**src/rcc_ram.sv**
```systemverilog
// Simple dual-port synchronous RAM, one write and one registered read port.
// Standalone; used for the tables and the result buffer.
`timescale 1ns / 1ps

module rcc_ram #(
  parameter int DW = 8,
  parameter int DEPTH = 16,
  parameter int ADW = 4
) (
  input  logic           clk,
  input  logic           we,
  input  logic [ADW-1:0] waddr,
  input  logic [DW-1:0]  wdata,
  input  logic [ADW-1:0] raddr,
  output logic [DW-1:0]  rdata
);

  logic [DW-1:0] mem [DEPTH];

  always_ff @(posedge clk) begin
    if (we) begin
      mem[waddr] <= wdata;
    end
    rdata <= mem[raddr];
  end

endmodule

```
**config.mk**
```make
export PLATFORM = sky130hd
export DESIGN_NAME = rcc_ram
export DESIGN_NICKNAME = d
export VERILOG_FILES = /design/src/rcc_ram.sv
export SDC_FILE = /design/constraint.sdc
export NUM_CORES = 1
export LEC_CHECK = 0
export ABC_AREA = 1
export BUFFER_PORTS_ARGS = -buffer_cell sky130_fd_sc_hd__buf_2
export CAP_MARGIN = 5
export CORE_MARGIN = 4
export CORE_UTILIZATION = 41
export CTS_BUF_LIST = sky130_fd_sc_hd__clkbuf_16
export CTS_CLUSTER_SIZE = 40
export DETAILED_ROUTE_END_ITERATION = 8
export GPL_TIMING_DRIVEN = 1
export MAX_ROUTING_LAYER = met4
export PLACE_DENSITY_LB_ADDON = 0.25
export SYNTH_ARGS = -nofsm -noshare
export SYNTH_HDL_FRONTEND = slang
export SYNTH_SLANG_ARGS = --single-unit
export TNS_END_PERCENT = 50
```
**constraint.sdc**
```tcl
create_clock -name clk -period 1.99 [get_ports clk]
set_input_delay 0.398 -clock clk [delete_from_list [all_inputs] [get_ports clk]]
set_output_delay 0.398 -clock clk [all_outputs]
set_load 0.02 [all_outputs]
```
==> impl_metrics.yaml <==
clock_network:
  cts_buffers: 17
  cts_buffer_depth: 2
  insertion_delay_ns: 0.41
  htreeDepth: 4
  cts_tree: "yes"
  clk_pin_slew_ns: 0.05
  cts_hold_buf: 0
  clock_sinks: 136
  root_buffer: "clkbuf_16"
  cts_resized: 0
  cts_setup_buffers: 0
grt:
  grt_pass1_wl_mm: 20.76
  grt_usage_pct: 17.95
  grt_pass1_vias: 3611
  antenna_found_initial: 0
  grt_max_degree: 65
  grt-ovfl-total: 0
setup_path:
  worstPathMaxFanout: 1
  end_kind: "output port"
  crit_chain: "buf_2"
  max_stage_delay_ns: 0.36
  path_class: "reg2out"
  crit_buf_inv: 1
  cp-start-kind: "flop"
  arrival_ns: 0.95
  critical_path.top_delay_family: "flip-flops"
  slowest_stage: "dfxtp_1"
  required_ns: 1.59
timing:
  finClkSkew_ns: 0.005180
  rsz0062_at_grt: "no"
  slew_headroom_pct: 60.87
  tns_ns: 0
  setup_violations: 0
  worst_pin_slew_ns: 0.5860
  hold_viol: 0
  drv_slew: 0
  min_period_over_period_pct: 67.51
  clock.fmax_mhz: 744.4
  fin_crit_ns: 1.343
die:
  coreArea_um2: 13830
  die_area_um2: 16030
  fp.dieH_um: 126.6
  io-pin-count: 26
  initial_utilization_pct: 41.71
  fp.dieW_um: 126.6
  std_cell_rows: 43
routing:
  vias_per_cell: 4.881
  drc: 0
  drt_pass1_iterations: 5
  drt_iter0_markers: 333
  ant_nets: 0
  routedWlPerCell_um: 17.01
  vias: 3822
  drt-total-wl_mm: 13.32
final_layout:
  drive_gt1_share_pct: 10.78
  final_cell_mix: "173 x nand2_1, 128 x edfxtp_1, 107 x inv_1, 97 x nand3_1, 25 x buf_2"
  n_antenna_cell: 0
  nets: 608
  final_common_cell: "nand2_1"
  num-fill-cells: 1265
  syn_to_final_growth_pct: 14.49
worst_hold_path:
  hold_class: "in2reg"
power:
  p_leak_uw: 0.002889
  powerDensity_nw_per_um2: 938.3
  ir_drop_v: 0.0006316
  finalPower_uw: 6195
outcome:
  run_status: "finished clean"
yosys:
  synthDistinctLibCells: 12
  synth_fp_nets: 569
  avgSynthCellArea_um2: 10.47
  synth_area_um2: 5767
  netlist_instances: 551
  yosysWarnings: 0
  synth-seq-area-share_pct: 69.43
  synth_seq_cells: 136
place:
  dp_hpwl_mm: 8.112
  port_buffers: 25
  gp_congestion: 0.8416
flow_run:
  maxCapViolations: 0
[metrics by stage]
stage | worst slack, ns | area (um^2) | cells | util [%] | hold slack [ns]
after floorplan | 0.6412 | 5767 | 551 | - | 0.4969
after global placement | 0.4084 | 6118 | 751 | 44.25 | 0.6595
after detailed placement | 0.3983 | 6118 | 751 | 44.25 | 0.6578
after CTS | 0.5976 | 6603 | 783 | 47.75 | 0.3442
after global routing | 0.6133 | 6603 | 783 | 47.75 | 0.3582
final | 0.6466 | 6603 | 783 | 47.75 | 0.3610
[power breakdown]
group          internal (uW)  switching [uW]  total, uW  leakage (uW)
Combinational            114             296        410       0.00140
Sequential              3210            20.2       3230       0.00122
Clock                   1520            1040       2560      0.000264
[synthesized netlist by cell type]
library cell | count | area share [%]
dfxtp_1 | 8 | 2.8
nand2_1 | 173 | 11
buf_2 | 13 | 1.1
buf_1 | 1 | 0.065
inv_2 | 2 | 0.13
nand3b_1 | 2 | 0.26
inv_1 | 100 | 6.5
buf_6 | 6 | 1.2
edfxtp_1 | 128 | 67
nor2_1 | 17 | 1.1
nand3_1 | 97 | 8.4
buf_4 | 4 | 0.52
[per-layer routing]
metal,up-vias,share of wire (%),track usage [%]
met2,112,47,26.49
met1,1847,47,24.87
met4,0,1.4,6.120
met3,14,5.0,3.789
met5,-,0,-
li1,1849,-,-
[cell type report]
class	count	area [um^2]	area share, %
multi-input cells	289	1214	18.38
clock inverters	15	58.81	0.8907
inverters	102	382.9	5.799
repair buffers	44	292.8	4.434
well taps	180	225.2	3.411
flip-flops and latches	136	4004	60.64
clock buffers	17	425.4	6.443
[cells by family (layout without fill, tap and decap cells)]
group | count (synthesis) | count (layout) | synth area share, %
buf+inv | 126 | 178 | 9.525
flops | 136 | 136 | 69.43
simple gates | 289 | 289 | 21.05
[flip-flops by register name, indices dropped and copies added, names as in the netlist]
name	count
rdata	8
mem	128
[worst paths after layout]
path                        from               end  slack, ns  cells past startpoint
min                     raddr[3]  rdata[6]$_DFF_P_       0.36                      3
max reg2reg  mem[4][0]$_DFFE_PP_  rdata[0]$_DFF_P_       0.96                      6
min reg2reg  mem[6][2]$_DFFE_PP_  rdata[2]$_DFF_P_       0.67                      6
max             rdata[0]$_DFF_P_          rdata[0]       0.65                      1
(Power assumes the default switching activity.)
